$ cat src/rtl/srcu_pkg.sv
`default_nettype none
package srcu_pkg;

  localparam int CMD_BITS = 4;
  localparam int WS_BITS  = 7;
  localparam int CNT_BITS = 16;
  localparam int JC_BITS  = 6;
  localparam int OPW      = 64;

  localparam logic [CMD_BITS-1:0] CMD_ASR    = 4'd0;
  localparam logic [CMD_BITS-1:0] CMD_SHL    = 4'd1;
  localparam logic [CMD_BITS-1:0] CMD_SHR    = 4'd2;
  localparam logic [CMD_BITS-1:0] CMD_ROL    = 4'd3;
  localparam logic [CMD_BITS-1:0] CMD_ROR    = 4'd4;
  localparam logic [CMD_BITS-1:0] CMD_ROLC   = 4'd5;
  localparam logic [CMD_BITS-1:0] CMD_RORC   = 4'd6;
  localparam logic [CMD_BITS-1:0] CMD_LJUST  = 4'd7;
  localparam logic [CMD_BITS-1:0] CMD_RJUST  = 4'd8;
  localparam logic [CMD_BITS-1:0] CMD_MIRROR = 4'd9;

  typedef struct packed {
    logic [CMD_BITS-1:0] cmd;
    logic                carry;
  } step_ctrl_t;

  typedef struct packed {
    logic                carry;
  } step_flag_t;

endpackage
`default_nettype wire

$ cat src/rtl/srcu_rem.sv
`default_nettype none
// restoring remainder, one dividend bit per cycle
module srcu_rem
  import srcu_pkg::*;
(
  input  wire logic               clk,
  input  wire logic               rst_n,
  input  wire logic               start,
  input  wire logic [CNT_BITS-1:0] dividend,
  input  wire logic [WS_BITS-1:0]  divisor,
  output logic                    done,
  output logic [WS_BITS-1:0]      rem
);

  localparam int SC_BITS = $clog2(CNT_BITS + 1);

  logic [CNT_BITS-1:0] dvd_r, dvd_nxt;
  logic [WS_BITS-1:0]  div_r, div_nxt;
  logic [WS_BITS-1:0]  rem_r, rem_nxt;
  logic [SC_BITS-1:0]  cnt_r, cnt_nxt;
  logic                busy_r, busy_nxt;
  logic                done_r, done_nxt;
  logic [WS_BITS:0]    trial;

  always_comb begin
    dvd_nxt  = dvd_r;
    div_nxt  = div_r;
    rem_nxt  = rem_r;
    cnt_nxt  = cnt_r;
    busy_nxt = busy_r;
    done_nxt = 1'b0;
    trial    = {rem_r, dvd_r[CNT_BITS-1]};
    if (start) begin
      dvd_nxt  = dividend;
      div_nxt  = divisor;
      rem_nxt  = '0;
      cnt_nxt  = SC_BITS'(CNT_BITS);
      busy_nxt = 1'b1;
    end else if (busy_r) begin
      if (trial >= {1'b0, div_r}) begin
        rem_nxt = WS_BITS'(trial - {1'b0, div_r});
      end else begin
        rem_nxt = trial[WS_BITS-1:0];
      end
      dvd_nxt = {dvd_r[CNT_BITS-2:0], 1'b0};
      cnt_nxt = cnt_r - 1'b1;
      if (cnt_r == SC_BITS'(1)) begin
        busy_nxt = 1'b0;
        done_nxt = 1'b1;
      end
    end
  end

  always_ff @(posedge clk) begin
    dvd_r <= dvd_nxt;
    div_r <= div_nxt;
    rem_r <= rem_nxt;
    cnt_r <= cnt_nxt;
    if (!rst_n) begin
      busy_r <= 1'b0;
      done_r <= 1'b0;
    end else begin
      busy_r <= busy_nxt;
      done_r <= done_nxt;
    end
  end

  assign done = done_r;
  assign rem  = rem_r;

endmodule
`default_nettype wire

$ cat src/rtl/srcu_step.sv
`default_nettype none
// one single-bit step of the selected command
module srcu_step
  import srcu_pkg::*;
#(
  parameter int W = 64
) (
  input  wire step_ctrl_t           ctrl,
  input  wire logic [W-1:0]         word_in,
  input  wire logic [W-1:0]         mir_in,
  input  wire logic [W-1:0]         mask,
  input  wire logic [$clog2(W)-1:0] top,
  output logic [W-1:0]              word_out,
  output logic [W-1:0]              mir_out,
  output step_flag_t                flag
);

  logic [W-1:0] topbit;
  logic         lo, hi;

  assign topbit = W'(1) << top;
  assign lo     = word_in[0];
  assign hi     = word_in[top];

  always_comb begin
    word_out   = word_in;
    mir_out    = mir_in;
    flag.carry = ctrl.carry;
    case (ctrl.cmd)
      CMD_ASR: begin
        flag.carry = lo;
        word_out   = (word_in >> 1) | (hi ? topbit : '0);
      end
      CMD_SHL: begin
        flag.carry = hi;
        word_out   = (word_in << 1) & mask;
      end
      CMD_SHR: begin
        flag.carry = lo;
        word_out   = word_in >> 1;
      end
      CMD_ROL: begin
        flag.carry = hi;
        word_out   = ((word_in << 1) | W'(hi)) & mask;
      end
      CMD_ROR: begin
        flag.carry = lo;
        word_out   = (word_in >> 1) | (lo ? topbit : '0);
      end
      CMD_ROLC: begin
        flag.carry = hi;
        word_out   = ((word_in << 1) | W'(ctrl.carry)) & mask;
      end
      CMD_RORC: begin
        flag.carry = lo;
        word_out   = (word_in >> 1) | (ctrl.carry ? topbit : '0);
      end
      CMD_LJUST: begin
        word_out = (word_in << 1) & mask;
      end
      CMD_RJUST: begin
        word_out = word_in >> 1;
      end
      CMD_MIRROR: begin
        word_out = word_in >> 1;
        mir_out  = {mir_in[W-2:0], lo};
      end
      default: begin
        word_out = word_in;
      end
    endcase
  end

endmodule
`default_nettype wire

$ cat src/rtl/word_shift_rotate_carry_unit_core.sv
`default_nettype none
// channel | dir | handshake            | payload
// in_     | in  | in_tvalid/in_tready  | in_tdata: command, operand, shift_count, carry_in
// out_    | out | out_tvalid/out_tready| out_tdata: result_word, carry_out, justify_count
// cfg_    | in  | cfg_valid/cfg_ready  | cfg_data: word_size
// Work from accept to next accept, w the active word size: only the final write for a zero
// count, an undefined command or justify of zero; one step per place for a shift of n <= w+1;
// for a rotate, a remainder from srcu_rem and one handoff, then n <= w+1 steps; one step per
// place and a final check for a justify; w steps for mirror.
// Reset is synchronous, active low; word_size returns to 64.
// in_tready is low while an item is in work; a held result stalls only the final write.
module word_shift_rotate_carry_unit_core
  import srcu_pkg::*;
#(
  parameter int MAX_WORD_BITS = 64
) (
  input  wire logic        clk,
  input  wire logic        rst_n,
  input  wire logic        in_tvalid,
  output logic             in_tready,
  // [3:0] command, [67:4] operand, [83:68] shift_count, [84] carry_in, [87:85] zero
  input  wire logic [87:0] in_tdata,
  output logic             out_tvalid,
  input  wire logic        out_tready,
  // [63:0] result_word, [64] carry_out, [70:65] justify_count, [71] zero
  output logic [71:0]      out_tdata,
  input  wire logic        cfg_valid,
  output logic             cfg_ready,
  input  wire logic [6:0]  cfg_data
);

  localparam int W  = MAX_WORD_BITS;
  localparam int IW = $clog2(W);

  localparam logic [1:0] ST_IDLE = 2'd0;
  localparam logic [1:0] ST_DIV  = 2'd1;
  localparam logic [1:0] ST_STEP = 2'd2;
  localparam logic [1:0] ST_DONE = 2'd3;

  logic [1:0]          state_r, state_nxt;
  logic [WS_BITS-1:0]  cfg_ws_r;
  logic [WS_BITS-1:0]  ws_eff;
  logic [W-1:0]        mask_now;
  logic [W-1:0]        x_in;
  logic [CMD_BITS-1:0] cmd_in;
  logic [CNT_BITS-1:0] n_in;

  logic [CMD_BITS-1:0] cmd_r, cmd_nxt;
  logic [W-1:0]        x_r, x_nxt;
  logic [W-1:0]        r_r, r_nxt;
  logic [W-1:0]        mask_r, mask_nxt;
  logic [IW-1:0]       top_r, top_nxt;
  logic                c_r, c_nxt;
  logic [WS_BITS-1:0]  cnt_r, cnt_nxt;
  logic [JC_BITS-1:0]  jc_r, jc_nxt;

  logic                out_valid_r;
  logic [71:0]         out_data_r;

  logic                div_start;
  logic [CNT_BITS-1:0] div_dvd;
  logic [WS_BITS-1:0]  div_dsr;
  logic                div_done;
  logic [WS_BITS-1:0]  div_rem;

  step_ctrl_t          sctrl;
  step_flag_t          sflag;
  logic [W-1:0]        sx, sr;
  logic                jdone;
  logic [W-1:0]        res_word;

  assign cfg_ready = 1'b1;
  assign in_tready = (state_r == ST_IDLE);

  assign ws_eff = (cfg_ws_r == '0) ? WS_BITS'(1) :
                  ((cfg_ws_r > WS_BITS'(W)) ? WS_BITS'(W) : cfg_ws_r);

  always_comb begin
    for (int i = 0; i < W; i++) begin
      mask_now[i] = (WS_BITS'(i) < ws_eff);
    end
  end

  assign cmd_in = in_tdata[3:0];
  assign x_in   = in_tdata[4 +: W] & mask_now;
  assign n_in   = in_tdata[83:68];

  assign sctrl.cmd   = cmd_r;
  assign sctrl.carry = c_r;

  srcu_step #(.W(W)) u_step (
    .ctrl     (sctrl),
    .word_in  (x_r),
    .mir_in   (r_r),
    .mask     (mask_r),
    .top      (top_r),
    .word_out (sx),
    .mir_out  (sr),
    .flag     (sflag)
  );

  srcu_rem u_rem (
    .clk      (clk),
    .rst_n    (rst_n),
    .start    (div_start),
    .dividend (div_dvd),
    .divisor  (div_dsr),
    .done     (div_done),
    .rem      (div_rem)
  );

  assign jdone = (cmd_r == CMD_LJUST) ? x_r[top_r] : x_r[0];
  assign res_word = ((cmd_r == CMD_MIRROR) ? r_r : x_r) & mask_r;

  always_comb begin
    state_nxt = state_r;
    cmd_nxt   = cmd_r;
    x_nxt     = x_r;
    r_nxt     = r_r;
    mask_nxt  = mask_r;
    top_nxt   = top_r;
    c_nxt     = c_r;
    cnt_nxt   = cnt_r;
    jc_nxt    = jc_r;
    div_start = 1'b0;
    div_dvd   = n_in - 1'b1;
    div_dsr   = ws_eff;
    case (state_r)
      ST_IDLE: begin
        if (in_tvalid) begin
          cmd_nxt   = cmd_in;
          x_nxt     = x_in;
          r_nxt     = '0;
          mask_nxt  = mask_now;
          top_nxt   = IW'(ws_eff - 1'b1);
          c_nxt     = in_tdata[84];
          jc_nxt    = '0;
          state_nxt = ST_DONE;
          case (cmd_in)
            CMD_ASR, CMD_SHL, CMD_SHR: begin
              if (n_in != '0) begin
                cnt_nxt   = (n_in > CNT_BITS'(ws_eff) + 1'b1) ? ws_eff + 1'b1
                                                             : n_in[WS_BITS-1:0];
                state_nxt = ST_STEP;
              end
            end
            CMD_ROL, CMD_ROR, CMD_ROLC, CMD_RORC: begin
              if (n_in != '0) begin
                div_start = 1'b1;
                if (cmd_in == CMD_ROLC || cmd_in == CMD_RORC) begin
                  div_dsr = ws_eff + 1'b1;
                end
                state_nxt = ST_DIV;
              end
            end
            CMD_LJUST, CMD_RJUST: begin
              if (x_in != '0) begin
                state_nxt = ST_STEP;
              end
            end
            CMD_MIRROR: begin
              cnt_nxt   = ws_eff;
              state_nxt = ST_STEP;
            end
            default: begin
              state_nxt = ST_DONE;
            end
          endcase
        end
      end
      ST_DIV: begin
        if (div_done) begin
          cnt_nxt   = div_rem + 1'b1;
          state_nxt = ST_STEP;
        end
      end
      ST_STEP: begin
        if (cmd_r == CMD_LJUST || cmd_r == CMD_RJUST) begin
          if (jdone) begin
            state_nxt = ST_DONE;
          end else begin
            x_nxt  = sx;
            jc_nxt = jc_r + 1'b1;
          end
        end else begin
          x_nxt   = sx;
          r_nxt   = sr;
          c_nxt   = sflag.carry;
          cnt_nxt = cnt_r - 1'b1;
          if (cnt_r == WS_BITS'(1)) begin
            state_nxt = ST_DONE;
          end
        end
      end
      ST_DONE: begin
        if (!out_valid_r || out_tready) begin
          state_nxt = ST_IDLE;
        end
      end
      default: begin
        state_nxt = ST_IDLE;
      end
    endcase
  end

  always_ff @(posedge clk) begin
    cmd_r  <= cmd_nxt;
    x_r    <= x_nxt;
    r_r    <= r_nxt;
    mask_r <= mask_nxt;
    top_r  <= top_nxt;
    c_r    <= c_nxt;
    cnt_r  <= cnt_nxt;
    jc_r   <= jc_nxt;
    if (state_r == ST_DONE && (!out_valid_r || out_tready)) begin
      out_data_r <= {1'b0, jc_r, c_r, OPW'(res_word)};
    end
    if (!rst_n) begin
      state_r     <= ST_IDLE;
      cfg_ws_r    <= WS_BITS'(64);
      out_valid_r <= 1'b0;
    end else begin
      state_r <= state_nxt;
      if (cfg_valid) begin
        cfg_ws_r <= cfg_data;
      end
      if (state_r == ST_DONE && (!out_valid_r || out_tready)) begin
        out_valid_r <= 1'b1;
      end else if (out_tready) begin
        out_valid_r <= 1'b0;
      end
    end
  end

  assign out_tvalid = out_valid_r;
  assign out_tdata  = out_data_r;

endmodule
`default_nettype wire

$ cat config.mk
export PLATFORM = sky130hd
export DESIGN_NAME = word_shift_rotate_carry_unit_core
export DESIGN_NICKNAME = d
export VERILOG_FILES = /design/src/rtl/srcu_pkg.sv /design/src/rtl/srcu_rem.sv /design/src/rtl/srcu_step.sv /design/src/rtl/word_shift_rotate_carry_unit_core.sv
export SDC_FILE = /design/constraint.sdc
export NUM_CORES = 1
export LEC_CHECK = 0
export BUFFER_PORTS_ARGS = -buffer_cell sky130_fd_sc_hd__buf_2
export CAP_MARGIN = 20
export CORE_MARGIN = 1.5
export CORE_UTILIZATION = 50
export CTS_CLUSTER_SIZE = 30
export DETAILED_ROUTE_END_ITERATION = 7
export HOLD_SLACK_MARGIN = 0.12
export PLACE_DENSITY = 0.72
export SETUP_SLACK_MARGIN = 0.3
export SKIP_LAST_GASP = 1
export SLEW_MARGIN = 40
export SYNTH_ARGS = -nofsm -noshare
export SYNTH_HDL_FRONTEND = slang
export SYNTH_SLANG_ARGS = --single-unit
export TNS_END_PERCENT = 30
$ cat constraint.sdc
create_clock -name clk -period 7.12 [get_ports clk]
set_clock_uncertainty 0.1 [all_clocks]
set_input_delay 0.712 -clock clk [delete_from_list [all_inputs] [get_ports clk]]
set_output_delay 0.712 -clock clk [all_outputs]
set_load 0.01 [all_outputs]
==> impl_metrics.py <==
metrics = {
    "outcome": {
        "status": "completed",
    },
    "floorplanning": {
        "fp.dieArea_um2": 36500,
        "die_w_um": 191,
        "die_h_um": 191,
        "coreArea_um2": 34700,
        "io_pins": 175,
        "core.rowCount": 68,
        "start_util_pct": 51.0,
    },
    "worst_setup_path": {
        "path_class": "flop to flop",
        "end_kind": "flop",
        "startpoint_type": "flop",
        "required_ns": 7.28,
        "cp_data_arrival_time_ns": 4.70,
        "critPathMaxFanout": 34,
    },
    "drt": {
        "drt_first_pass_iters": 8,
        "vias_per_cell": 6.31,
        "antenna_left": 0,
        "vias": 14500,
        "drc": 0,
        "dr.first_iter.drc_count": 1997,
        "drt-total-wl_um": 54600,
        "wire_per_inst_um": 23.7,
    },
    "sta": {
        "tightest_slew_ns": 0.903,
        "rsz0062_at_grt": "no",
        "setup_slack_ns": 2.58,
        "slew_headroom_pct": 39.7,
        "timing.fmax_mhz": 220,
        "fin_crit_sh_pct": 63.8,
        "report.final.slew_viol_count": 0,
        "setup_viol": 0,
        "hold_viol": 0,
        "finalWorstPathRequiredPeriod_ns": 4.54,
        "setup-tns-final_ns": 0,
    },
    "synthesis": {
        "synthCells": 1685,
        "synthDistinctLibCells": 75,
        "synth_area_um2": 17700,
        "yosysTopAreaCellShare_pct": 52.6,
        "synth_warnings": 0,
        "yosysSeqAreaShare_pct": 55.3,
        "syn_area_per_cell_um2": 10.5,
        "synth-main-ff-cell": "edfxtp_1",
        "synth.area.top_cells": "edfxtp_1 (53%), nand2_1 (5.6%), a21oi_1 (3.8%)",
        "synth_top_area_cell": "edfxtp_1",
        "ys_seq_elements": 334,
        "async_flop_share_pct": 0,
        "synth_edf_count": 310,
    },
    "layout": {
        "final_common_cell": "edfxtp_1",
        "area_delta_synth_final_pct": 14.4,
        "nNetsFinal": 1948,
        "layout_common_cells": "edfxtp_1 (310), nand2_1 (263), buf_2 (169)",
        "drive_above_1_share_pct": 15.9,
    },
    "clock_tree": {
        "path_clk_slew_ns": 0.06,
        "clkLatencyLatePin_ns": 0.56,
        "cts_resized": 0,
        "root_buffer": "clkbuf_16",
        "hold_buffers": 0,
        "cts_inserted_buffers": 38,
        "cts_setup_buffers": 0,
        "clock_sinks": 334,
        "clk_path_buf_depth": 3,
        "cts_max_level": 2,
        "cts_tree": "yes",
    },
    "min_path": {
        "hp-class": "input port to flop",
    },
    "place": {
        "gp_congestion": 0.989,
        "hpwl_um": 37900,
        "pre_cts_ws_ns": 2.62,
        "io_buffers": 169,
    },
    "global_routing": {
        "grt_pass1_vias": 13800,
        "grt-ovfl-total": 0,
        "grt_first_pass_wirelength_um": 82200,
        "grt_max_degree": 82,
        "track_usage_pct": 29.8,
        "grt_antenna_before_repair": 2,
    },
    "power_and_ir_drop": {
        "cellPowerDensity_nw_per_um2": 399,
        "peakVddDrop_mv": 0.311,
        "p_leak_nw": 7.49,
    },
    "run": {
        "cap_violations": 0,
    },
}
## path summary, 6_finish.rpt
check	from	depth (start not counted)	to	slack, ns
setup / recovery	cfg_ws_r[6]	17	cnt_r[5]	2.58
hold / removal	cfg_data[6]	3	cfg_ws_r[6]	0.33
setup reg to reg	cfg_ws_r[6]	17	cnt_r[5]	2.58
hold reg to reg	jc_r[1]	0	out_tdata[66]	0.38
## registers in the layout, indices dropped and copies added (netlist names), 6 cells and up
signal       flops
mask_r          64
out_tdata       71
cfg_ws_r         7
r_r             64
cnt_r            7
u_rem.div_r      7
u_rem.dvd_r     16
jc_r             6
top_r            6
x_r             64
u_rem.rem        7
## stage by stage
| stage | util, % | power, mW | area, um2 | instances | hold slack [ns] |
|---|---|---|---|---|---|
| final | 58.4 | 8.09 | 20300 | 2302 | 0.325 |
| after global placement | 54.6 | 6.01 | 19000 | 2230 | 0.369 |
| after global routing | 58.4 | 8.48 | 20300 | 2301 | 0.321 |
| after detailed placement | 54.8 | 6.09 | 19000 | 2232 | 0.374 |
| after floorplan | - | 5.22 | 17700 | 1687 | 0.349 |
| after CTS | 58.3 | 8.05 | 20200 | 2300 | 0.312 |
## layer usage
layer  part of all wire, %  global-route usage (%)  routed length, um
met1                    39                    39.8              21400
met5                 0.048                       0                 26
met3                    11                    6.41               5800
met2                    46                    47.0              25000
met4                   4.5                    12.5               2440
## worst max-delay path: stages (launching register included)
cell and delay (ns):
dfxtp_1 0.30, buf_4 0.37, clkinv_1 0.65, a22oi_1 0.63, inv_1 0.12, ha_1 0.27
nand2_1 0.15, nor2_1 0.09, nor2_1 0.11, ha_1 0.24, a21o_1 0.16, a21oi_1 0.14
nand2_1 0.06, o21ai_0 0.17, buf_4 0.23, mux2i_1 0.10, a211oi_1 0.29, a21oi_1 0.07
## cell usage after synthesis (8+ instances only)
| cell type | number |
|---|---|
| edfxtp_1 | 310 |
| nand2_1 | 263 |
| a21oi_1 | 135 |
| o21ai_0 | 94 |
| nor2_1 | 90 |
| clkbuf_1 | 82 |
| and2_1 | 78 |
| a21boi_0 | 68 |
| nand3_1 | 63 |
| inv_1 | 39 |
| and3_1 | 34 |
| mux2i_1 | 32 |
| ha_1 | 29 |
| xnor2_1 | 26 |
| dfxtp_1 | 24 |
| nor2b_1 | 23 |
| a41oi_1 | 21 |
| a31oi_1 | 18 |
| xor2_1 | 18 |
| a22oi_1 | 17 |
| nor3_1 | 17 |
| a221oi_1 | 16 |
| buf_2 | 14 |
| a211oi_1 | 13 |
| nand2b_1 | 11 |
| mux4_2 | 10 |
| or3_1 | 9 |
| a21o_1 | 8 |
| buf_1 | 8 |
| nand4_1 | 8 |
| o211ai_1 | 8 |
## power breakdown
part,switching (mW),internal (mW),leakage (nW)
Sequential,0.530,3.17,3.10
Clock,0.794,1.16,0.603
Combinational,1.58,0.854,3.78
Total,2.91,5.18,7.49
## cell type report
type,count,area [um2]
Antenna cell,1,2.50
Clock buffer,48,1020
Clock inverter,20,196
Fill cell,2972,14500
Inverter,41,154
Multi-Input combinational cell,1204,7420
Sequential cell,334,9790
Tap cell,455,569
Timing Repair Buffer,199,1110
## cells by family after synthesis
family	after synthesis	share of synthesized area (%)
AND/OR/NAND/NOR	630	17.1
AO/OA/AOI/OAI	447	16.4
flip-flops	334	55.3
buffers and inverters	149	3.39
multiplexers	48	3.46
XOR/XNOR	44	2.18
adder cells (fa/ha/maj)	31	2.22
other	2	0.0424
No activity file was read; power rests on OpenSTA's default activity.
